--- src/hdl/ddo_pkg.sv ---
package ddo_pkg;

  localparam int CORDIC_STEPS = 16;
  localparam int CORDIC_MAX   = 24;
  localparam int CORDIC_N     = (CORDIC_STEPS > CORDIC_MAX) ? CORDIC_MAX : CORDIC_STEPS;
  // Shifted-modulus subtraction steps: 2*pi << 13 already exceeds 2^31.
  localparam int MOD_STEPS    = 14;
  localparam int STEP_W       = 5;

  localparam logic signed [20:0] PI_Q16      = 21'sd205887;
  localparam logic signed [20:0] HALF_PI_Q16 = 21'sd102944;
  localparam logic signed [20:0] TWO_PI_Q16  = 21'sd411774;
  localparam logic signed [33:0] GAIN_Q30    = 34'sd652032874;

  typedef logic [STEP_W-1:0] step_t;

  typedef enum logic [2:0] {
    REG_LEFT_DPC   = 3'd0,
    REG_RIGHT_DPC  = 3'd1,
    REG_INV_WB     = 3'd2,
    REG_DR_MODE    = 3'd3,
    REG_GYRO_BIAS  = 3'd4
  } cfg_reg_t;

  typedef struct packed {
    logic [31:0]        left_dpc;
    logic [31:0]        right_dpc;
    logic [31:0]        inv_wheelbase;
    logic               dr_mode;
    logic signed [15:0] gyro_bias;
  } cfg_t;

  typedef enum logic [3:0] {
    OP_NONE, OP_LOAD, OP_WHEEL, OP_MEAN, OP_HMUL, OP_HACC, OP_ABS,
    OP_MOD, OP_FOLD, OP_ROT, OP_XMUL, OP_YMUL, OP_XYACC, OP_SHOW
  } dp_op_t;

  typedef struct packed {
    dp_op_t op;
    step_t  step;
  } dp_cmd_t;

  typedef enum logic [3:0] {
    S_IDLE, S_WHEEL, S_MEAN, S_HMUL, S_HACC, S_ABS, S_MOD, S_FOLD,
    S_ROT, S_XMUL, S_YMUL, S_XYACC, S_SHOW
  } state_t;

  function automatic logic signed [31:0] sat32(input logic signed [63:0] v);
    if (v > 64'sd2147483647) begin
      return 32'sh7FFFFFFF;
    end else if (v < -64'sd2147483648) begin
      return 32'sh80000000;
    end else begin
      return v[31:0];
    end
  endfunction

  function automatic logic signed [31:0] atan_q30(input step_t i);
    unique case (i)
      5'd0:  return 32'sd843314857;
      5'd1:  return 32'sd497837829;
      5'd2:  return 32'sd263043837;
      5'd3:  return 32'sd133525159;
      5'd4:  return 32'sd67021687;
      5'd5:  return 32'sd33543516;
      5'd6:  return 32'sd16775851;
      5'd7:  return 32'sd8388437;
      5'd8:  return 32'sd4194283;
      5'd9:  return 32'sd2097149;
      5'd10: return 32'sd1048576;
      5'd11: return 32'sd524288;
      5'd12: return 32'sd262144;
      5'd13: return 32'sd131072;
      5'd14: return 32'sd65536;
      5'd15: return 32'sd32768;
      5'd16: return 32'sd16384;
      5'd17: return 32'sd8192;
      5'd18: return 32'sd4096;
      5'd19: return 32'sd2048;
      5'd20: return 32'sd1024;
      5'd21: return 32'sd512;
      5'd22: return 32'sd256;
      5'd23: return 32'sd128;
      default: return 32'sd0;
    endcase
  endfunction

endpackage

--- src/hdl/ddo_ctrl.sv ---
module ddo_ctrl
  import ddo_pkg::*;
(
  input  logic    clk,
  input  logic    rst,
  input  logic    in_valid,
  output logic    in_stall,
  output logic    out_valid,
  input  logic    out_stall,
  output dp_cmd_t cmd
);

  state_t state, state_next;
  step_t  step, step_next;
  logic   out_valid_next;

  always_ff @(posedge clk) begin
    if (rst) begin
      state     <= S_IDLE;
      step      <= '0;
      out_valid <= 1'b0;
    end else begin
      state     <= state_next;
      step      <= step_next;
      out_valid <= out_valid_next;
    end
  end

  assign in_stall = (state != S_IDLE);

  always_comb begin
    state_next     = state;
    step_next      = step;
    out_valid_next = out_valid & out_stall;
    cmd.op         = OP_NONE;
    cmd.step       = step;
    unique case (state)
      S_IDLE: begin
        if (in_valid) begin
          cmd.op     = OP_LOAD;
          state_next = S_WHEEL;
        end
      end
      S_WHEEL: begin
        cmd.op     = OP_WHEEL;
        state_next = S_MEAN;
      end
      S_MEAN: begin
        cmd.op     = OP_MEAN;
        state_next = S_HMUL;
      end
      S_HMUL: begin
        cmd.op     = OP_HMUL;
        state_next = S_HACC;
      end
      S_HACC: begin
        cmd.op     = OP_HACC;
        state_next = S_ABS;
      end
      S_ABS: begin
        cmd.op     = OP_ABS;
        step_next  = '0;
        state_next = S_MOD;
      end
      S_MOD: begin
        cmd.op = OP_MOD;
        if (step == step_t'(MOD_STEPS - 1)) begin
          step_next  = '0;
          state_next = S_FOLD;
        end else begin
          step_next = step + 1'b1;
        end
      end
      S_FOLD: begin
        cmd.op     = OP_FOLD;
        step_next  = '0;
        state_next = S_ROT;
      end
      S_ROT: begin
        cmd.op = OP_ROT;
        if (step == step_t'(CORDIC_N - 1)) begin
          step_next  = '0;
          state_next = S_XMUL;
        end else begin
          step_next = step + 1'b1;
        end
      end
      S_XMUL: begin
        cmd.op     = OP_XMUL;
        state_next = S_YMUL;
      end
      S_YMUL: begin
        cmd.op     = OP_YMUL;
        state_next = S_XYACC;
      end
      S_XYACC: begin
        cmd.op     = OP_XYACC;
        state_next = S_SHOW;
      end
      S_SHOW: begin
        if (!out_valid || !out_stall) begin
          cmd.op         = OP_SHOW;
          out_valid_next = 1'b1;
          state_next     = S_IDLE;
        end
      end
      default: state_next = S_IDLE;
    endcase
  end

endmodule

--- config.mk ---
export PLATFORM = sky130hd
export DESIGN_NAME = ddo_ctrl
export DESIGN_NICKNAME = d
export VERILOG_FILES = /design/src/hdl/ddo_pkg.sv /design/src/hdl/ddo_ctrl.sv
export SDC_FILE = /design/constraint.sdc
export NUM_CORES = 1
export LEC_CHECK = 0
export ABC_AREA = 1
export BUFFER_PORTS_ARGS = -buffer_cell sky130_fd_sc_hd__buf_2
export CAP_MARGIN = 20
export CELL_PAD_IN_SITES_DETAIL_PLACEMENT = 1
export CELL_PAD_IN_SITES_GLOBAL_PLACEMENT = 1
export CORE_MARGIN = 5
export CORE_UTILIZATION = 38
export CTS_CLUSTER_DIAMETER = 30
export DETAILED_ROUTE_END_ITERATION = 8
export PLACE_DENSITY_LB_ADDON = 0.1
export SYNTH_ARGS = -nofsm -noshare
export SYNTH_HDL_FRONTEND = slang
export SYNTH_SLANG_ARGS = --single-unit
export TNS_END_PERCENT = 5
--- constraint.sdc ---
create_clock -name clk -period 3 [get_ports clk]
set_input_delay 0.15 -clock clk [delete_from_list [all_inputs] [get_ports clk]]
set_output_delay 0.15 -clock clk [all_outputs]
set_load 0.05 [all_outputs]
==> results.md <==
Layout:
- The post-layout net count is 137.
- Cells with a size suffix above 1 make up 22.7% of the layout.
- The layout overhead on the synthesized area is 20.1%.
- The repair_antennas step left the layout with diodes totalling 0.

Routing:
- The first-pass detailed-route iteration total is 4.
- Summing over every cut layer, the via total after detailed routing is 708.
- Dividing the detail-routed wire length by the instance count gives 11.6 microns.
- The detail-routed via count per cell is 4.63.
- The wire length reported by the detailed router is 1.78 mm.
- In the routed design, unresolved DRC markers number 0.
- The detail route stage leaves a number of antenna-violating nets equal to 0.
- The DRC violation total after the first TritonRoute iteration is 5.

Worst setup path:
- The peak fanout along the critical path is 9.
- Traced cell by cell, the critical path runs through nor2_4 -> inv_1 -> nor2_1 -> nand2_1 -> o211ai_1 -> buf_2.
- For the worst setup path, the data required time is 2.85 ns.
- The highest-delay cell along the critical path is sky130_fd_sc_hd__dfxtp_1.
- The cell family contributing the most delay on the critical path is simple AND/OR/NAND/NOR gates.
- The count of buffering cells on the critical path with inverters included is 2.
- Data arrives at the worst endpoint at 1.58 ns.
- The worst setup path is of the reg2out kind.
- STA classifies the critical path startpoint as a register.
- STA classifies the critical path endpoint as an output pin.
- For this run, the slowest stage of the critical path takes 0.37 ns.

STA:
- The measured slew at the worst slew-check pin is 0.282 ns.
- The final hold violation count is 0.
- For the final routed database, the setup TNS stands at 0 ns.
- The worst path needs 1.73 ns of the cycle, external delays included.
- Timing would allow up to 578 MHz.
- Of the available clock period, the critical path in the final layout requires 57.6%.
- Measured against its own limit, the worst slew margin works out to 81.0%.
- Setup repair after global routing left no endpoint under its margin.
- Clock skew on the completed layout was measured at 0.000672 ns.
- The number of max-slew violations in the final report was 0.
- The worst hold slack across all endpoints is 0.0734 ns.
- The final number of setup-violating endpoints is 0.

Floorplanning:
- The initial standard-cell utilization of the core is 39.7%.
- The die outline width is 52.5 microns.
- The height of the die is 52.5 microns.
- The core footprint is 1730 sq um.
- The floorplan die area is 2750 sq um.
- The site row count is 15.
- The I/O pin count is 15.

Clocking:
- The number of buffers created by CTS is 3.
- In this run, post-CTS repair resized a total of 0 instances.
- The number of setup buffers added after CTS is 0.
- The insertion delay of the later-clocked pin in the worst-skew pair is 0.28 ns.
- After clock tree synthesis, the flow added hold-fix buffers numbering 0.
- The tree is rooted in a sky130_fd_sc_hd__clkbuf_4.
- The H-tree level count is 1.
- TritonCTS built the clock tree.
- Clock-pin slew was measured on the worst setup and hold paths at 0.07 ns.
- The number of buffers on the longest clock path is 2.
- The clock drives 10 sinks.

Logic synthesis:
- The synthesized design devotes to its leading area cell type 29.2% of total area.
- Among all flip-flop cells after synthesis, the most frequent one is sky130_fd_sc_hd__dfxtp_1.
- Yosys printed 0 warnings.
- Dividing the synthesized area by the synthesized cell count gives 6.23 sq um.
- Synthesis handed over a netlist of 110 instances.
- The flip-flop and latch count after synthesis is 10.
- The number of unique standard cell types used by synthesis is 21.
- The dominant cell type by area after synthesis is sky130_fd_sc_hd__dfxtp_1.
- The net count after synthesis is 118.
- By area the synthesized netlist is led by sky130_fd_sc_hd__dfxtp_1 (29%), sky130_fd_sc_hd__nand2_1 (14%), sky130_fd_sc_hd__inv_1 (10%), sky130_fd_sc_hd__nor2_1 (9.9%), sky130_fd_sc_hd__ha_1 (7.3%).
- The combined area of all synthesized cells is 686 sq um.
- The share of flip-flops with an asynchronous set or reset is 0%.
- The synthesized design contains 0 enable-type register cells.
- The sequential fraction of the synthesis area is 29.2%.
- Sorting the synthesized cells by how often they occur yields sky130_fd_sc_hd__nand2_1 (26), sky130_fd_sc_hd__inv_1 (19), sky130_fd_sc_hd__nor2_1 (18).
- The most numerous cell in the Yosys netlist is sky130_fd_sc_hd__nand2_1.

Global routing:
- Global routing used 15.4% of the available tracks.
- Entering global routing, the biggest net connects 10 pins.
- The first global-routing pass estimated 3.08 mm of wire.
- The remaining global-route overflow is 0.
- The via count of the first global-routing pass is 734.
- The number of antenna violations at the first check in global routing is 0.

Power and ir drop:
- After layout, the design draws a total of 0.834 mW.
- Power spread over the standard cell area amounts to 1010 nW/um^2.
- The worst-case IR drop observed on VDD is 0.502 mV.
- The leakage dissipation is 0.445 nW.

Placed design:
- The count of port buffers added during placement is 14.
- The congestion estimate from routability-driven global placement came to 0.816.
- The placed wire-length estimate is 1.50 mm.

Flow run:
- The reported max-cap violation count is 0.

Min path:
- The min-delay analysis places its worst path in the category in2reg.

Outcome:
- The run finished with clean final reports.
area by class of cell:
class / count / area, sq um
fill: 249 / 903
timing repair buffer: 14 / 70.1
tap: 25 / 31.3
multi-input combinational: 77 / 399
clock buffer: 4 / 36.3
inverter: 23 / 86.3
sequential: 10 / 200
worst paths after layout:
| check | to | startpoint | slack [ns] | depth (start not counted) |
|---|---|---|---|---|
| hold / removal | state[0]$_SDFFE_PP0P_ | rst | 0.07 | 2 |
| setup / recovery | cmd[5] | state[0]$_SDFFE_PP0P_ | 1.27 | 6 |
| setup reg to reg | state[2]$_SDFFE_PP0P_ | step[0]$_SDFFE_PP0P_ | 1.46 | 10 |
| hold reg to reg | out_valid$_SDFF_PP0_ | out_valid$_SDFF_PP0_ | 0.51 | 2 |
where the power goes:
group / switching, mW / total (mW) / internal, mW
sequential: 0.0414 / 0.205 / 0.164
combinational: 0.375 / 0.502 / 0.127
clock: 0.0529 / 0.127 / 0.0739
total: 0.470 / 0.834 / 0.365
metrics by stage:
step | util [%] | instance area (sq um) | setup WS (ns) | std cells
floorplan | - | 686 | 1.06 | 110
global placement | 45.6 | 787 | 1.52 | 149
detailed placement | 45.6 | 787 | 1.46 | 149
CTS | 47.7 | 823 | 1.23 | 153
global route | 47.7 | 823 | 1.09 | 153
finish | 47.7 | 823 | 1.27 | 153
state kept, by name, indices dropped and copies added (netlist names):
signal,flops
step,5
state,4
out_valid,1
logic make-up (layout without fill, tap and decap cells):
logic type	after synthesis	after routing	share of synthesized area, %
adder cells (fa/ha/maj)	4	4	7.30
XOR/XNOR	1	1	1.28
AND/OR/NAND/NOR	62	62	41.4
buffers and inverters	23	41	12.6
AO/OA/AOI/OAI	10	10	8.21
flip-flops	10	10	29.2
cell usage in the layout, fill, tap and decap left out, types with 2 or more instances in the layout:
cell	Yosys	routed
sky130_fd_sc_hd__nand2_1	26	26
sky130_fd_sc_hd__buf_2	0	14
sky130_fd_sc_hd__clkbuf_4	0	3
sky130_fd_sc_hd__nand3_1	7	7
sky130_fd_sc_hd__nor3_1	2	2
sky130_fd_sc_hd__ha_1	4	4
sky130_fd_sc_hd__inv_1	19	19
sky130_fd_sc_hd__nor2_1	18	18
sky130_fd_sc_hd__nor2_2	2	2
sky130_fd_sc_hd__dfxtp_1	10	10
sky130_fd_sc_hd__nand2_2	3	3
sky130_fd_sc_hd__o21ai_1	3	3
sky130_fd_sc_hd__inv_2	3	3
sky130_fd_sc_hd__a21oi_1	4	4
worst reg2reg max path, cell delays in order (launching register included):
cell and delay (ns):
sky130_fd_sc_hd__dfxtp_1 0.39, sky130_fd_sc_hd__ha_1 0.22, sky130_fd_sc_hd__nand2_1 0.08, sky130_fd_sc_hd__inv_1 0.06, sky130_fd_sc_hd__ha_1 0.14, sky130_fd_sc_hd__inv_1 0.04
sky130_fd_sc_hd__nand3_1 0.11, sky130_fd_sc_hd__nand2_1 0.09, sky130_fd_sc_hd__nor2_1 0.20, sky130_fd_sc_hd__nor2_1 0.07, sky130_fd_sc_hd__nor2_1 0.09
per-layer routing:
layer | global-route usage [%] | vias to the layer above | part of all wire [%]
li1 | - | 373 | -
met4 | 10.2 | 0 | 2.8
met2 | 27.9 | 12 | 52
met1 | 16.3 | 318 | 42
met3 | 1.99 | 5 | 3.7
met5 | 0 | - | 0
(Power assumes the default switching activity.)
